**src/design/pic8259_pkg.sv**
```systemverilog
// Package for the 8259-style interrupt controller core.
// Transaction types, field codes and helper functions; no dependencies.
`timescale 1ns / 1ps

package pic8259_pkg;

    localparam int UNITS_DEFAULT = 2;
    localparam int IRQ_LINES     = 8;

    localparam logic [1:0] KIND_READ  = 2'd0;
    localparam logic [1:0] KIND_WRITE = 2'd1;
    localparam logic [1:0] KIND_IRQ   = 2'd2;

    localparam logic [1:0] ACT_KEEP   = 2'd0;
    localparam logic [1:0] ACT_ASSERT = 2'd1;
    localparam logic [1:0] ACT_CLEAR  = 2'd2;

    localparam logic PORT_CMD  = 1'b0;
    localparam logic PORT_MASK = 1'b1;

    // OCW2 operation, bits 7..5
    localparam logic [2:0] OCW2_PRIO_CLR = 3'd0;
    localparam logic [2:0] OCW2_EOI      = 3'd1;
    localparam logic [2:0] OCW2_NOP      = 3'd2;
    localparam logic [2:0] OCW2_SEOI     = 3'd3;
    localparam logic [2:0] OCW2_ROT      = 3'd4;
    localparam logic [2:0] OCW2_EOI_ROT  = 3'd5;
    localparam logic [2:0] OCW2_SET_PRIO = 3'd6;
    localparam logic [2:0] OCW2_SEOI_ROT = 3'd7;

    // OCW3 read-register select, bits 1..0
    localparam logic [1:0] OCW3_READ_IRR = 2'b10;
    localparam logic [1:0] OCW3_READ_ISR = 2'b11;

    localparam int         ICW1_BIT   = 4;
    localparam int         OCW3_BIT   = 3;
    localparam logic [7:0] ICW2_MASK  = 8'hf8;

    typedef struct packed {
        logic [1:0] kind;
        logic       unit;
        logic       port;
        logic [7:0] write_data;
        logic [2:0] irq_number;
    } item_t;

    typedef struct packed {
        logic [7:0] read_data;
        logic [1:0] line_action;
        logic [7:0] vector;
        logic [7:0] request_bits;
    } result_t;

    // Index of the lowest set bit; zero when none is set.
    function automatic logic [2:0] lowest_set(input logic [IRQ_LINES-1:0] v);
        logic [2:0] idx;
        idx = '0;
        for (int i = IRQ_LINES - 1; i >= 0; i--) begin
            if (v[i]) begin
                idx = 3'(i);
            end
        end
        return idx;
    endfunction

endpackage

```
**src/design/pic8259_unit.sv**
```systemverilog
// One controller instance: state registers, command decode and priority scan.
// Depends on pic8259_pkg.
`timescale 1ns / 1ps

module pic8259_unit (
    input  logic                 clk,
    input  logic                 rst_n,
    input  logic                 en,
    input  pic8259_pkg::item_t   item,
    output pic8259_pkg::result_t result
);

    logic [7:0] mask_reg, mask_next;
    logic [7:0] in_service_reg, in_service_next;
    logic [7:0] pending_reg, pending_next;
    logic [2:0] prio_reg, prio_next;
    logic       exp_icw2_reg, exp_icw2_next;
    logic       exp_icw3_reg, exp_icw3_next;
    logic       exp_icw4_reg, exp_icw4_next;
    logic       armed_reg, armed_next;
    logic [7:0] latched_reg, latched_next;
    logic [7:0] vbase_reg, vbase_next;

    logic [7:0]  d;
    logic [7:0]  spec_bit;
    logic [15:0] isr_dbl;
    logic [7:0]  isr_rot;
    logic [2:0]  eoi_level;
    logic [7:0]  eoi_bit;
    logic        eoi_found;

    logic [7:0] cmd_isr, cmd_irr;
    logic [7:0] cand;
    logic [2:0] win;
    logic [7:0] win_bit;
    logic       do_scan;
    logic [7:0] rd_data;

    assign d        = item.write_data;
    assign spec_bit = 8'b1 << d[2:0];
    assign isr_dbl  = {in_service_reg, in_service_reg};
    assign isr_rot  = isr_dbl[7:0] >> prio_reg | isr_dbl[15:8] << (4'd8 - {1'b0, prio_reg});
    assign eoi_found = |in_service_reg;
    assign eoi_level = prio_reg + pic8259_pkg::lowest_set(isr_rot);
    assign eoi_bit   = 8'b1 << eoi_level;

    always_comb
    begin
        mask_next     = mask_reg;
        cmd_isr       = in_service_reg;
        cmd_irr       = pending_reg;
        prio_next     = prio_reg;
        exp_icw2_next = exp_icw2_reg;
        exp_icw3_next = exp_icw3_reg;
        exp_icw4_next = exp_icw4_reg;
        armed_next    = armed_reg;
        latched_next  = latched_reg;
        vbase_next    = vbase_reg;
        do_scan       = 1'b0;
        rd_data       = '0;

        unique case (item.kind)
            pic8259_pkg::KIND_READ:
            begin
                if (item.port == pic8259_pkg::PORT_CMD) begin
                    if (armed_reg) begin
                        armed_next = 1'b0;
                        rd_data    = latched_reg;
                    end
                end else begin
                    rd_data = mask_reg;
                end
            end
            pic8259_pkg::KIND_WRITE:
            begin
                do_scan = 1'b1;
                if (item.port == pic8259_pkg::PORT_CMD) begin
                    if (d[pic8259_pkg::ICW1_BIT]) begin
                        exp_icw2_next = 1'b1;
                        exp_icw3_next = ~d[1];
                        exp_icw4_next = d[0];
                    end else if (d[pic8259_pkg::OCW3_BIT]) begin
                        if (d[1:0] == pic8259_pkg::OCW3_READ_IRR) begin
                            armed_next   = 1'b1;
                            latched_next = pending_reg;
                        end else if (d[1:0] == pic8259_pkg::OCW3_READ_ISR) begin
                            armed_next   = 1'b1;
                            latched_next = in_service_reg & ~mask_reg;
                        end
                    end else begin
                        unique case (d[7:5])
                            pic8259_pkg::OCW2_PRIO_CLR: prio_next = '0;
                            pic8259_pkg::OCW2_EOI:
                            begin
                                if (eoi_found) begin
                                    cmd_isr = in_service_reg & ~eoi_bit;
                                    cmd_irr = pending_reg & ~eoi_bit;
                                end
                            end
                            pic8259_pkg::OCW2_NOP: ;
                            pic8259_pkg::OCW2_SEOI:
                            begin
                                cmd_isr = in_service_reg & ~spec_bit;
                                if (|(in_service_reg & spec_bit)) begin
                                    cmd_irr = pending_reg & ~spec_bit;
                                end
                            end
                            pic8259_pkg::OCW2_ROT: prio_next = prio_reg + 3'd1;
                            pic8259_pkg::OCW2_EOI_ROT:
                            begin
                                if (eoi_found) begin
                                    cmd_isr   = in_service_reg & ~eoi_bit;
                                    cmd_irr   = pending_reg & ~eoi_bit;
                                    prio_next = prio_reg + 3'd1;
                                end
                            end
                            pic8259_pkg::OCW2_SET_PRIO: prio_next = d[2:0];
                            pic8259_pkg::OCW2_SEOI_ROT:
                            begin
                                if (|(in_service_reg & spec_bit)) begin
                                    cmd_isr   = in_service_reg & ~spec_bit;
                                    cmd_irr   = pending_reg & ~spec_bit;
                                    prio_next = prio_reg + 3'd1;
                                end
                            end
                            default: ;
                        endcase
                    end
                end else begin
                    if (exp_icw2_reg) begin
                        vbase_next    = d & pic8259_pkg::ICW2_MASK;
                        exp_icw2_next = 1'b0;
                    end else if (exp_icw3_reg) begin
                        exp_icw3_next = 1'b0;
                    end else if (exp_icw4_reg) begin
                        exp_icw4_next = 1'b0;
                    end else begin
                        mask_next = d;
                        cmd_isr   = in_service_reg & d;
                        cmd_irr   = pending_reg & d;
                    end
                end
            end
            pic8259_pkg::KIND_IRQ:
            begin
                do_scan = 1'b1;
                cmd_irr = pending_reg | (8'b1 << item.irq_number);
            end
            default: ;
        endcase
    end

    // Fixed-order scan on the post-command state
    assign cand    = cmd_isr | (cmd_irr & ~mask_next);
    assign win     = pic8259_pkg::lowest_set(cand);
    assign win_bit = 8'b1 << win;

    always_comb
    begin
        in_service_next     = cmd_isr;
        pending_next        = cmd_irr;
        result.read_data    = rd_data;
        result.line_action  = pic8259_pkg::ACT_KEEP;
        result.vector       = '0;
        if (do_scan) begin
            if (cand == '0) begin
                result.line_action = pic8259_pkg::ACT_CLEAR;
            end else if (!cmd_isr[win]) begin
                in_service_next    = cmd_isr | win_bit;
                pending_next       = cmd_irr & ~win_bit;
                result.line_action = pic8259_pkg::ACT_ASSERT;
                result.vector      = vbase_next + {5'b0, win};
            end
        end
        result.request_bits = pending_next;
    end

    always_ff @(posedge clk or negedge rst_n)
    begin
        if (!rst_n) begin
            mask_reg       <= '0;
            in_service_reg <= '0;
            pending_reg    <= '0;
            prio_reg       <= '0;
            exp_icw2_reg   <= 1'b0;
            exp_icw3_reg   <= 1'b0;
            exp_icw4_reg   <= 1'b0;
            armed_reg      <= 1'b0;
            latched_reg    <= '0;
            vbase_reg      <= '0;
        end else if (en) begin
            mask_reg       <= mask_next;
            in_service_reg <= in_service_next;
            pending_reg    <= pending_next;
            prio_reg       <= prio_next;
            exp_icw2_reg   <= exp_icw2_next;
            exp_icw3_reg   <= exp_icw3_next;
            exp_icw4_reg   <= exp_icw4_next;
            armed_reg      <= armed_next;
            latched_reg    <= latched_next;
            vbase_reg      <= vbase_next;
        end
    end

endmodule

```
**src/design/interrupt_controller_8259_core.sv**
```systemverilog
// Top level of the 8259-style interrupt controller core.
// Depends on pic8259_pkg and pic8259_unit.
//
// Usage:
//   item channel (item_valid/item_ready/item) carries bus reads, bus writes
//   and interrupt requests, each addressed to one unit. result channel
//   (result_valid/result_ready/result) returns one transaction per item, in
//   order: read data, line action, vector and the unit's pending bits.
//   An accepted item is held in the input register, where its unit's state
//   update and result are computed; both are written when the item advances
//   into the result register, which it does once that register is empty or
//   result_ready is high, and result_valid then rises. Throughput is one item
//   per cycle while result_ready stays high. When result_ready is low the
//   result register holds; the input register still takes one more item,
//   and item_ready then drops until the result is taken. Reset clears all
//   unit state and both pipeline valid flags.
//   Items addressed to a unit beyond UNITS change nothing and return zeros.
`timescale 1ns / 1ps

module interrupt_controller_8259_core #(
    parameter int UNITS = pic8259_pkg::UNITS_DEFAULT
) (
    input  logic                 clk,
    input  logic                 rst_n,
    input  logic                 item_valid,
    output logic                 item_ready,
    input  pic8259_pkg::item_t   item,
    output logic                 result_valid,
    input  logic                 result_ready,
    output pic8259_pkg::result_t result
);

    localparam int UW = (UNITS > 1) ? $clog2(UNITS) : 1;

    pic8259_pkg::item_t   item_reg;
    logic                 item_v_reg;
    pic8259_pkg::result_t result_reg, result_next;
    logic                 result_v_reg;

    logic                 adv;
    logic                 in_range;
    logic [UW-1:0]        idx;
    pic8259_pkg::result_t unit_res [UNITS];

    assign adv        = item_v_reg && (!result_v_reg || result_ready);
    assign item_ready = !item_v_reg || adv;
    assign in_range   = (UNITS > 1) || (item_reg.unit == 1'b0);
    assign idx        = UW'(item_reg.unit);

    for (genvar g = 0; g < UNITS; g++) begin : g_unit
        pic8259_unit u_unit (
            .clk    (clk),
            .rst_n  (rst_n),
            .en     (adv && in_range && (idx == UW'(g))),
            .item   (item_reg),
            .result (unit_res[g])
        );
    end

    assign result_next = in_range ? unit_res[idx] : '0;

    always_ff @(posedge clk or negedge rst_n)
    begin
        if (!rst_n) begin
            item_v_reg   <= 1'b0;
            result_v_reg <= 1'b0;
        end else begin
            if (item_ready) begin
                item_v_reg <= item_valid;
            end
            if (adv) begin
                result_v_reg <= 1'b1;
            end else if (result_ready) begin
                result_v_reg <= 1'b0;
            end
        end
    end

    always_ff @(posedge clk)
    begin
        if (item_ready && item_valid) begin
            item_reg <= item;
        end
        if (adv) begin
            result_reg <= result_next;
        end
    end

    assign result_valid = result_v_reg;
    assign result       = result_reg;

endmodule

```
**config.mk**
```make
export PLATFORM = sky130hd
export DESIGN_NAME = interrupt_controller_8259_core
export DESIGN_NICKNAME = d
export VERILOG_FILES = /design/src/design/pic8259_pkg.sv /design/src/design/pic8259_unit.sv /design/src/design/interrupt_controller_8259_core.sv
export SDC_FILE = /design/constraint.sdc
export NUM_CORES = 1
export LEC_CHECK = 0
export BUFFER_PORTS_ARGS = -buffer_cell sky130_fd_sc_hd__buf_2
export CAP_MARGIN = 30
export CORE_MARGIN = 3
export CORE_UTILIZATION = 40
export CTS_CLUSTER_SIZE = 14
export DETAILED_ROUTE_END_ITERATION = 16
export HOLD_SLACK_MARGIN = 0.06
export MAX_ROUTING_LAYER = met4
export PLACE_DENSITY = 0.59
export SLEW_MARGIN = 20
export SYNTH_ARGS = -nofsm -noshare
export SYNTH_HDL_FRONTEND = slang
export SYNTH_SLANG_ARGS = --single-unit
```
**constraint.sdc**
```tcl
create_clock -name clk -period 13.1 [get_ports clk]
set_clock_uncertainty 0.1 [all_clocks]
set_input_delay 0.655 -clock clk [delete_from_list [all_inputs] [get_ports clk]]
set_output_delay 0.655 -clock clk [all_outputs]
set_load 0.02 [all_outputs]
```
# Word level (Yosys, flattened, before mapping)
# Index checks and enable logic that the tools add are counted.
classes:
  add_sub_neg: 8
  n_lt_le_gt_ge: 3
  n_eq_ne: 23
  shift: 10
  muxes: 155
  bitwise_logic: 43
  n_reduce_logical: 36
op_table:
  columns: ["cell", "count"]
  rows:
  - ["8-bit 2-to-1 mux", 74]
  - ["8-bit bitwise AND", 20]
  - ["3-bit 2-to-1 mux", 36]
  - ["26-bit 2-to-1 mux", 3]
  - ["8-bit NOT", 9]
  - ["8-bit bitwise OR", 8]
  - ["8-bit case mux with 2 select lines", 4]
  - ["8-bit case mux with 3 select lines", 2]
  - ["1-bit by 3-bit left shift with 8-bit output (first input constant)", 6]
  - ["8-bit OR reduction", 4]
  - ["3-bit case mux with 5 select lines", 2]
  - ["1-bit 2-to-1 mux", 25]
  - ["10-bit 2-to-1 mux", 2]
  - ["9-bit 2-to-1 mux", 2]
  - ["8-bit by 3-bit adder with 8-bit output", 2]
  - ["8-bit logical NOT", 2]
  - ["2-bit inequality test (second input constant)", 8]
  - ["8-bit AND reduction", 2]
  - ["8-bit by 4-bit left shift with 8-bit output", 2]
  - ["8-bit by 3-bit >> shifter with 8-bit output", 2]
  - ["7-bit AND reduction", 2]
  - ["3-bit == test (second input constant)", 4]
  - ["6-bit AND reduction", 2]
  - ["5-bit AND reduction", 2]
  - ["other kinds (26)", 53]
totals:
  ff_bits: 137
  input_bits: 19
  output_inout_bits: 28
  word_cells: 309

# Depth between registers and ports, before layout
# Gate-level depths: netlist of the first run.
depth:
  word_depth: 40
  ltp_mapped: 34
  depth_no_buf: 31

# Cells and area by module
# A second synthesis of the first run with hierarchy kept.
hier_totals:
  hier_cells: 1535
  area_unflattened_um2: 12757.2
modules_own_cells:
  columns: ["module", "instances", "cells_each", "area_each_um2", "seq_area_each_um2"]
  rows:
  - ["pic8259_unit (g_unit[1].u_unit)", 1, 756, 5723.0, 1176.1]
  - ["pic8259_unit (g_unit[0].u_unit)", 1, 698, 5292.6, 1176.1]
  - ["interrupt_controller_8259_core", 1, 81, 1741.7, 1281.2]

# Least setup slack after synthesis of the first run
# Ideal clock, no wire load.
synth_timing:
  path_type: "register -> register"
  startpoint: "register g_unit[0].u_unit.prio_reg[1]"
  endpoint: "register result_reg (netlist bit result[14]) (data pin)"
  setup_ns: 0.257
  t_arrival_ns: 6.754
  t_required_ns: 12.743
  setup_slack_ns: 5.989
  path_stages_with_launch: 35
  n_path_buf: 3
  period_less_slack_ns: 7.111
  path_cell_list: "dfrtp_1 -> buf_2 -> buf_2 -> inv_1 -> ha_1 -> buf_4 -> mux2i_1 -> mux4_2 -> a32oi_1 -> nor2b_1 -> o21ai_0 -> nand2_1 -> a21oi_1 -> nor2_1 -> ha_1 -> fa_1 -> xnor2_1 -> nand2_1 -> or4_1 -> a211oi_1 -> a211oi_1 -> o21ai_0 -> nand2_1 -> a311o_1 -> a31o_2 -> inv_1 -> ha_1 -> inv_1 -> fa_1 -> inv_1 -> a21oi_1 -> nor2_1 -> nand2_1 -> xor2_1 -> a32o_1"
synth_rtl:
  columns: ["element", "line", "text"]
  rows:
  - ["start, declared", "pic8259_unit.sv:16", "logic [2:0] prio_reg, prio_next;"]
  - ["start signal, assigned", "pic8259_unit.sv:195", "prio_reg <= prio_next;"]
  - ["end signal, assigned", "interrupt_controller_8259_core.sv:85", "result_reg <= result_next;"]
  - ["end, declared", "interrupt_controller_8259_core.sv:37", "pic8259_pkg::result_t result_reg, result_next;"]

==> results of run 1 <==
[cells in the mapped netlist (all sizes together) (6+ instances only)]
cell type  instances  area share
nand4             12      0.0067
nand2            142       0.048
nor4               7      0.0039
a21o              15       0.010
mux2i             34       0.030
nor4b              6      0.0060
o22a               7      0.0054
mux4              16       0.033
buf               38       0.019
a221oi            16       0.012
a31oi             30       0.018
clkbuf            63       0.021
edfxtp            41        0.11
a22oi              9      0.0060
xnor2             12       0.010
or2               12      0.0067
ha                15       0.017
a211oi            12      0.0080
mux2              39       0.040
and3               7      0.0039
nor3b             21       0.014
nor2             115       0.039
dfrtp             96        0.21
and2              21       0.012
o21ai            102       0.046
nand3             37       0.018
inv               38       0.013
or4                9      0.0063
a32o              10      0.0089
o211ai            14      0.0093
nand2b            26       0.014
or3               10      0.0055
xor2               7      0.0054
o21a               8      0.0053
a21oi             77       0.035
o22ai             14      0.0078
nor2b             22       0.012
nor3              46       0.021
nand3b             8      0.0053
o31ai              8      0.0070
[report_power, final]
part           switching (uW)  total (uW)  internal, uW
clock network             221         507           286
logic                     499         802           303
registers                 164         677           513
total                     884        1990          1100
[cell usage in the layout, fill, tap and decap left out, types with 9 or more instances in the layout]
cell type and count:
buf_4 17, or3_1 10, a32o_1 10, clkbuf_16 17, nor3b_1 20, edfxtp_1 41, mux4_2 12, mux2i_1 34
a31oi_1 28, buf_2 45, inv_1 37, nand2b_1 26, o22ai_1 14, and2_1 21, nand2_1 140, nor3_1 44
nand4_1 12, a21oi_1 75, o21ai_0 97, ha_1 15, mux2_2 37, a221oi_1 16, dfrtp_1 96, or2_2 10
nand3_1 36, a211oi_1 12, o211ai_1 14, xnor2_1 11, nor2b_1 21, nor2_1 113, a22oi_1 9, a21o_1 14
[critical path, delay by kind of cell, from the launching register on]
family	cells	cell delay [ns]
compound gates	10	2.06
fa+ha+maj	5	1.81
simple gates	8	1.29
flops	1	0.88
mux	2	0.67
xor+xnor	2	0.58
buf+inv	4	0.34
[cell families (layout without fill, tap and decap cells)]
kind of cell,count (synthesis),in the layout,share of synthesized area
xor+xnor,19,19,0.0154
simple gates,519,519,0.238
compound gates,397,397,0.245
flops,137,137,0.322
fa+ha+maj,19,19,0.0237
buf+inv,140,136,0.0532
mux,89,89,0.103
[metal layers]
metal,GRT usage,vias up
met5,-,-
met4,0.103,0
met3,0.0341,118
met2,0.419,616
met1,0.405,5360
li1,-,4916
[cell type report]
cell class	count	area (sq um)	area share
Inverter	39	146	0.0119
Clock inverter	14	160	0.0130
Sequential cell	137	3630	0.295
Tap cell	372	465	0.0378
Multi-Input combinational cell	1043	7060	0.574
Clock buffer	18	429	0.0349
Timing Repair Buffer	65	410	0.0334
[worst paths after layout]
check	start	to	slack (ns)	depth (start not counted)
worst min register to register	g_unit[1].u_unit.vbase_reg[2]	g_unit[1].u_unit.vbase_reg[2]	0.38	1
max in group asynchronous	rst_n	g_unit[1].u_unit.prio_reg[2]	11.56	2
worst min-delay path	rst_n	g_unit[1].u_unit.pending_reg[7]	0.13	1
worst max-delay path	g_unit[0].u_unit.prio_reg[1]	result[14]	5.11	31
min in group clk	item[12]	idx	0.29	1
worst max register to register	g_unit[0].u_unit.prio_reg[1]	result[14]	5.11	31
[through the flow]
step / setup slack [ns] / util
after CTS: 5.01 / 0.449
after global placement: 5.08 / 0.426
final: 5.11 / 0.450
after floorplan: 5.99 / -
after detailed placement: 5.02 / 0.427
after global routing: 4.34 / 0.450
==> flow_summary_export.csv, run 1 <==
group,metric,value,unit
critical_path,crit_required,13.19,ns
place,dp_hpwl,30300,um
clock_network,cts_hold_buffers,0,
place,dp.cells,1654,
detailed_routing,wirelength,42600,um
finish,syn_to_final_growth,8.98,%
clock_network,clock_latency,0.43,ns
critical_path,cp-end-kind,"flip-flop",
floorplanning,start_util,0.413,
global_route,grt_antenna_before_repair,0,
floorplanning,rows,60,
detailed_routing,wl_met1,18500,um
detailed_routing,final_antenna_net_count,0,
floorplanning,die_h,174,um
clock_network,cts_root_buf,"clkbuf_16",
global_route,grt_use_total,0.285,
synthesis,ys_warn_count,0,
place,place_area,11700,sq um
detailed_routing,wl_per_cell,25.2,um
critical_path,cp_slowest_cell,"dfrtp_1",
floorplanning,io_pins,47,
detailed_routing,drt_iter0_drc,1581,
clock_network,ctsResizeCount,0,
synthesis,synth_area,11300,sq um
detailed_routing,met3_length,3620,um
critical_path,cp_data_arrival_time,8.08,ns
finish,largest_reg_flops,26,
detailed_routing,wl_met2,18800,um
detailed_routing,dr_total_vias,11000,
timing,fin_crit_sh,0.610,
floorplanning,core_area,27300,sq um
clock_network,postCtsSetupRepairBufs,0,
detailed_routing,top_layer,"met4",
detailed_routing,drc,0,
timing,final_max_slew_viol_count,0,
finish,nFillCells,2713,
synthesis,synth_edf_count,41,
timing,setup-tns-final,0,ns
power_and_ir_drop,ir_drop,0.0772,mV
timing,setup-violations-final,0,
floorplanning,die_w,174,um
synthesis,syn_nets,1358,
synthesis,syn_inst,1320,
synthesis,ys_seq_elements,137,
critical_path,crit_type,"reg -> reg",
finish,nNetsFinal,1341,
power_and_ir_drop,leakagePower,0.00481,uW
status,status,"complete, no violations",
detailed_routing,drt-vias-per-instance,6.52,
clock_network,clk_path_buf_depth,2,
synthesis,yosysSeqAreaShare,0.322,
finish,stdcell_count,1688,
timing,max_slew_margin,0.353,
synthesis,synth.avg_cell_area,8.55,sq um
clock_network,cts_buffers,17,
timing,rsz0062_at_grt,"false",
job,drv_cap,0,
timing,fin_crit,7.99,ns
timing,fmax,125,MHz
finish,design_area,12300,sq um
finish,diodes,0,
critical_path,cp_max_fo,24,
place,port_buffers,46,
global_route,grt_first_pass_wirelength,65200,um
power_and_ir_drop,power.density,161,nW/um^2
min_path,min_path_type,"in -> async",
clock_network,htreeDepth,4,
global_route,grt_overflow_total,0,
synthesis,synthArstFlopShare,0.701,
clock_network,cts_tree,"done",
floorplanning,dieArea,30300,sq um
synthesis,synth_ff_type,"dfrtp_1",
timing,hold_ws,0.130,ns
clock_network,cts.sink_count,137,
detailed_routing,drt-pass1-iter-count,9,
global_route,grt_max_degree,52,
place,routabilityCongestion,1.03,
critical_path,worstSetupStartpointType,"flip-flop",
finish,drive_gt1_frac,0.148,
critical_path,cpPeakStageDelay,0.88,ns
timing,max_slew.worst_pin.slew,0.965,ns
global_route,grt_pass1_vias,10300,
synthesis,ys_types,106,
power_and_ir_drop,p_total,1990,uW
clock_network,clk_pin_slew,0.07,ns
timing,hold_viol_final,0,
(Power assumes the default switching activity.)
==> run 2, diff against run 1 <==
PLACE_DENSITY = 0.61   (was 0.59)
clock period = 6.63 ns   (was 13.1 ns; I/O delays follow)
==> run 2 against run 1 <==
Compared with the run above:
- final cell count rose by 5.8%
- critical path type unchanged
- global-route usage increased by 0.59 points
- via count up 4.0%
- clock-buffer cell count shrank 1
- critical path depth shrank 1
- sequential power rose by 80%
- critical endpoint unchanged
- core utilization increased by 3.7 points
- worst setup slack got worse by 4.8 ns
- clock power rose by 93%
- sequential cell count is the same
- highest routed layer unchanged
- maximum frequency rose by 26%
==> flow_summary_export.csv, run 2 (synthesis results as in run 1) <==
group,metric,value,unit
timing,setup-violations-final,0,
finish,syn_to_final_growth,18.0,%
clock_network,cts_buffers,17,
critical_path,cp_data_arrival_time,6.41,ns
clock_network,cts.sink_count,137,
detailed_routing,wl_per_cell,24.8,um
detailed_routing,wirelength,44300,um
finish,drive_gt1_frac,0.226,
finish,design_area,13300,sq um
critical_path,crit_required,6.73,ns
global_route,grt_overflow_total,0,
critical_path,critPathLaunch,"g_unit[0].u_unit.prio_reg[0]",
timing,hold_viol_final,0,
power_and_ir_drop,p_total,4220,uW
place,place_area,12300,sq um
min_path,min_path_type,"in -> reg",
critical_path,r2r-start,"g_unit[0].u_unit.prio_reg[0]",
floorplanning,io_pins,47,
critical_path,cp_slowest_cell,"fa_2",
place,routabilityCongestion,1.02,
power_and_ir_drop,leakagePower,0.00531,uW
finish,final_common_cell,"nand2_1",
job,drv_cap,0,
critical_path,cp-end-kind,"flip-flop",
clock_network,clk_path_buf_depth,2,
power_and_ir_drop,power_frac_seq,0.290,
critical_path,rrSetupSlack,0.31,ns
power_and_ir_drop,pwr-share-comb,0.479,
detailed_routing,drt_iter0_drc,1422,
finish,final_cell_mix,"139 x nand2_1, 111 x nor2_1, 94 x buf_4, 93 x dfrtp_1, 92 x o21ai_0",
timing,max_slew_margin,0.331,
timing,fmax,158,MHz
global_route,grt_first_pass_wirelength,66800,um
status,status,"complete, no violations",
floorplanning,rows,60,
clock_network,cts_root_buf,"clkbuf_16",
power_and_ir_drop,p_sw_frac,0.439,
power_and_ir_drop,power.density,317,nW/um^2
place,port_buffers,46,
timing,hold_ws,0.0821,ns
floorplanning,core_area,27300,sq um
global_route,grt_use_total,0.291,
place,dp_hpwl,32400,um
power_and_ir_drop,p_switching,1850,uW
power_and_ir_drop,power.internal,2370,uW
clock_network,clock_latency,0.44,ns
global_route,grt_pass1_vias,10800,
detailed_routing,dr_total_vias,11400,
timing,max_slew.worst_pin.slew,0.997,ns
timing,fin_crit_sh,0.953,
min_path,holdCritStartpoint,"result_ready",
detailed_routing,drt-vias-per-instance,6.41,
critical_path,cp_common_cell,"inv_1",
floorplanning,dieArea,30300,sq um
timing,fin_crit,6.32,ns
critical_path,crit_type,"reg -> reg",
detailed_routing,drc,0,
global_route,grt_antenna_before_repair,1,
timing,rsz0062_at_grt,"true",
finish,largest_reg_flops,26,
critical_path,cp_max_fo,9,
power_and_ir_drop,ir_drop,0.174,mV
detailed_routing,final_antenna_net_count,0,
power_and_ir_drop,clkPwrFrac,0.232,
clock_network,clk_pin_slew,0.07,ns
detailed_routing,drt-pass1-iter-count,6,
global_route,grt_max_degree,52,
critical_path,reg2reg_depth,30,
critical_path,worstSetupStartpointType,"flip-flop",
floorplanning,die_w,174,um
floorplanning,start_util,0.413,
finish,nNetsFinal,1438,
timing,final_max_slew_viol_count,0,
critical_path,r2r_end,"result[14]",
min_path,holdPathStages,3,
clock_network,htreeDepth,4,
clock_network,cts_tree,"done",
min_path,hold-path-endpoint,"result_valid",
floorplanning,die_h,174,um
critical_path,cpPeakStageDelay,0.61,ns
-- run 2: timing repair --
action | CTS | global route
hold buffers | 17 | 0
gates cloned | 0 | 2
endpoints found under the setup margin | 1 | 13
gates resized for setup | 3 | 46
hold endpoints to repair | 61 | 0
buffers inserted | 1 | 8
pin swaps | 0 | 13
-- run 2: area by class of cell --
type / count / area, sq um
Fill cell: 2659 / 14000
Multi-Input combinational cell: 1043 / 7280
Sequential cell: 137 / 3640
Timing Repair Buffer: 162 / 1210
Tap cell: 372 / 465
Clock buffer: 17 / 425
Clock inverter: 15 / 155
Inverter: 39 / 149
Antenna cell: 1 / 2.50
-- run 2: power by group through the flow --
stage | logic (uW) | clock network, uW | registers [uW]
after floorplan | 1240 | 0 | 1140
after global placement | 1860 | 0 | 1220
after detailed placement | 1850 | 0 | 1230
after CTS | 1870 | 984 | 1210
after global routing | 2150 | 1020 | 1240
final | 2020 | 977 | 1220
-- run 2: worst max-delay path: cells and delay by family (launching register included) --
family	cells	cell delay [ns]
adder cells (fa/ha/maj)	5	1.70
AO/OA/AOI/OAI	10	2.00
AND/OR/NAND/NOR	8	0.97
buffers and inverters	5	0.41
flip-flops	1	0.42
XOR/XNOR	1	0.16
multiplexers	1	0.32
-- run 2: per-stage QoR --
stage          utilization  std cells  setup slack [ns]  setup TNS [ns]
2_1_floorplan            -       1320           0.00265               0
6_report             0.488       1786             0.314               0
5_1_grt              0.488       1786           -0.0361         -0.0697
3_5_place_dp         0.449       1725           -0.0973         -0.0973
3_3_place_gp         0.448       1724            0.0543               0
4_1_cts              0.477       1775           0.00497               0
-- run 2: worst max-delay path by stage --
| stage | to | slack (ns) | cells past startpoint |
|---|---|---|---|
| floorplan | result[14] | 0.003 | 32 |
| global placement | result[14] | 0.05 | 30 |
| detailed placement | result[14] | -0.1 | 30 |
| CTS | result[14] | 0.005 | 30 |
| global route | result[15] | -0.04 | 34 |
| finish | result[14] | 0.31 | 30 |
-- run 2: metal layers --
metal / global-route usage / vias to the layer above / part of all wire
met5: - / - / 0
met4: 0.118 / 0 / 0.045
met3: 0.0380 / 134 / 0.086
met2: 0.428 / 663 / 0.43
met1: 0.406 / 5551 / 0.44
li1: - / 5101 / -
==> run 3, diff against run 2 <==
PLACE_DENSITY = 0.62   (was 0.61)
==> run 3 against run 2 <==
Compared with the run above:
- final cell count is 0.34% lower
- sequential power about the same
- first-iteration DRC count grew 2.2%
- register-to-register slack got worse by 0.03 ns
- combinational power about the same
- clock-buffer cell count grew 1
- critical path type unchanged
- critical endpoint unchanged
- largest cell class unchanged
==> flow_summary_export.csv, run 3 (synthesis results as in run 1) <==
group,metric,value,unit
finish,largest_reg_flops,26,
critical_path,critPathBufInv,4,
floorplanning,io_pins,47,
floorplanning,die_w,174,um
finish,drive_gt1_frac,0.228,
clock_network,cts_buffers,17,
timing,fin_crit,6.35,ns
finish,nNetsFinal,1433,
critical_path,worstSetupStartpointType,"flip-flop",
detailed_routing,drt-pass1-iter-count,10,
power_and_ir_drop,p_total,4220,uW
floorplanning,rows,60,
critical_path,r2r-start,"g_unit[1].u_unit.prio_reg[0]",
timing,fmax,158,MHz
global_route,grt_max_degree,61,
clock_network,htreeDepth,4,
clock_network,clock_latency,0.43,ns
place,port_buffers,46,
finish,final_common_cell,"nand2_1",
power_and_ir_drop,p_switching,1850,uW
floorplanning,dieArea,30300,sq um
critical_path,r2r_end,"result[14]",
place,dp_hpwl,32100,um
power_and_ir_drop,ir_drop,0.171,mV
place,place_area,12200,sq um
detailed_routing,final_antenna_net_count,0,
critical_path,cpPeakStageDelay,0.42,ns
critical_path,cp_top_family,"compound AO/OA/AOI/OAI gates",
critical_path,cp_data_arrival_time,6.44,ns
critical_path,rrSetupSlack,0.28,ns
clock_network,cts_tree,"done",
floorplanning,core_area,27300,sq um
global_route,grt_antenna_before_repair,0,
power_and_ir_drop,p_sw_frac,0.439,
detailed_routing,drc,0,
critical_path,cp_slowest_cell,"fa_1",
min_path,hold-path-endpoint,"result_valid",
global_route,grt_first_pass_wirelength,67000,um
finish,syn_to_final_growth,17.8,%
finish,final_cell_mix,"139 x nand2_1, 109 x nor2_1, 94 x o21ai_0, 94 x dfrtp_1, 91 x buf_4",
status,status,"complete, no violations",
power_and_ir_drop,pwr-share-comb,0.481,
detailed_routing,wirelength,44200,um
place,routabilityCongestion,0.993,
detailed_routing,drt-vias-per-instance,6.38,
power_and_ir_drop,power.density,317,nW/um^2
floorplanning,die_h,174,um
timing,setup-violations-final,0,
clock_network,cts_root_buf,"clkbuf_16",
timing,final_max_slew_viol_count,0,
job,drv_cap,0,
timing,max_slew_margin,0.331,
clock_network,clk_pin_slew,0.07,ns
global_route,grt_pass1_vias,10800,
timing,fin_crit_sh,0.958,
global_route,grt_overflow_total,0,
finish,design_area,13300,sq um
detailed_routing,dr_total_vias,11400,
min_path,holdCritStartpoint,"result_ready",
critical_path,cp_max_fo,8,
detailed_routing,wl_per_cell,24.8,um
critical_path,crit_type,"reg -> reg",
min_path,holdPathStages,3,
finish,diodes,0,
critical_path,crit_required,6.72,ns
timing,max_slew.worst_pin.slew,0.997,ns
critical_path,cp_common_cell,"inv_1",
min_path,min_path_type,"in -> reg",
detailed_routing,drt_iter0_drc,1453,
clock_network,cts.sink_count,137,
floorplanning,start_util,0.413,
global_route,grt_use_total,0.293,
timing,hold_viol_final,0,
clock_network,clk_path_buf_depth,2,
power_and_ir_drop,leakagePower,0.00525,uW
critical_path,reg2reg_depth,28,
power_and_ir_drop,power.internal,2370,uW
critical_path,cp-end-kind,"flip-flop",
power_and_ir_drop,power_frac_seq,0.290,
power_and_ir_drop,clkPwrFrac,0.230,
[run 3: through the flow]
step | util | instances | TNS [ns] | hold slack [ns] | setup WS (ns)
after CTS | 0.476 | 1770 | 0 | 0.0810 | 0.00494
after detailed placement | 0.448 | 1720 | -0.0325 | 0.263 | -0.0325
after global placement | 0.447 | 1719 | 0 | 0.262 | 0.0358
final | 0.486 | 1780 | 0 | 0.0811 | 0.282
after floorplan | - | 1320 | 0 | -0.0641 | 0.00265
after global routing | 0.486 | 1780 | -0.0772 | 0.0956 | -0.0723
[run 3: power groups by stage]
| stage | Clock, uW | Sequential [uW] | Combinational [uW] |
|---|---|---|---|
| 2_1_floorplan | 0 | 1140 | 1240 |
| 3_3_place_gp | 0 | 1220 | 1830 |
| 3_5_place_dp | 0 | 1220 | 1830 |
| 4_1_cts | 976 | 1210 | 1870 |
| 5_1_grt | 1020 | 1240 | 2160 |
| 6_report | 968 | 1220 | 2030 |
[run 3: worst register-to-register path: cells and delay by family, from the launching register on]
kind	cells	cell delay, ns
AO/OA/AOI/OAI	10	1.92
adder cells (fa/ha/maj)	5	1.56
AND/OR/NAND/NOR	6	1.04
XOR/XNOR	2	0.38
multiplexers	1	0.32
flip-flops	1	0.39
buffers and inverters	4	0.41
[run 3: cell type report]
| cell class | count | area (sq um) |
|---|---|---|
| Fill cell | 2657 | 14000 |
| Inverter | 39 | 149 |
| Sequential cell | 137 | 3640 |
| Tap cell | 372 | 465 |
| Clock inverter | 14 | 138 |
| Clock buffer | 18 | 429 |
| Multi-Input combinational cell | 1043 | 7320 |
| Timing Repair Buffer | 157 | 1150 |
[run 3: how the worst max path moves through the flow]
stage | from | endpoint | slack (ns) | cells past startpoint
2_1_floorplan | g_unit[1].u_unit.prio_reg[1] | result[14] | 0.003 | 32
3_3_place_gp | g_unit[1].u_unit.prio_reg[0] | result[15] | 0.04 | 30
3_5_place_dp | g_unit[1].u_unit.prio_reg[0] | result[15] | -0.03 | 30
4_1_cts | g_unit[1].u_unit.prio_reg[0] | result[14] | 0.005 | 30
5_1_grt | g_unit[1].u_unit.prio_reg[0] | result[14] | -0.07 | 29
6_report | g_unit[1].u_unit.prio_reg[0] | result[14] | 0.28 | 28
[run 3: layer usage]
metal,wire length [um],up-vias,global-route usage
met5,0,-,-
met4,1650,0,0.0945
met3,4040,104,0.0524
met2,19500,628,0.432
met1,18900,5530,0.408
li1,-,5099,-
[run 3: repair_timing]
action | 4_1_cts | 5_1_grt
gates resized for setup | 4 | 54
pin swaps | 0 | 16
hold buffers | 17 | 0
endpoints found under the hold margin | 52 | 0
setup endpoints to repair | 2 | 11
setup buffers | 1 | 10
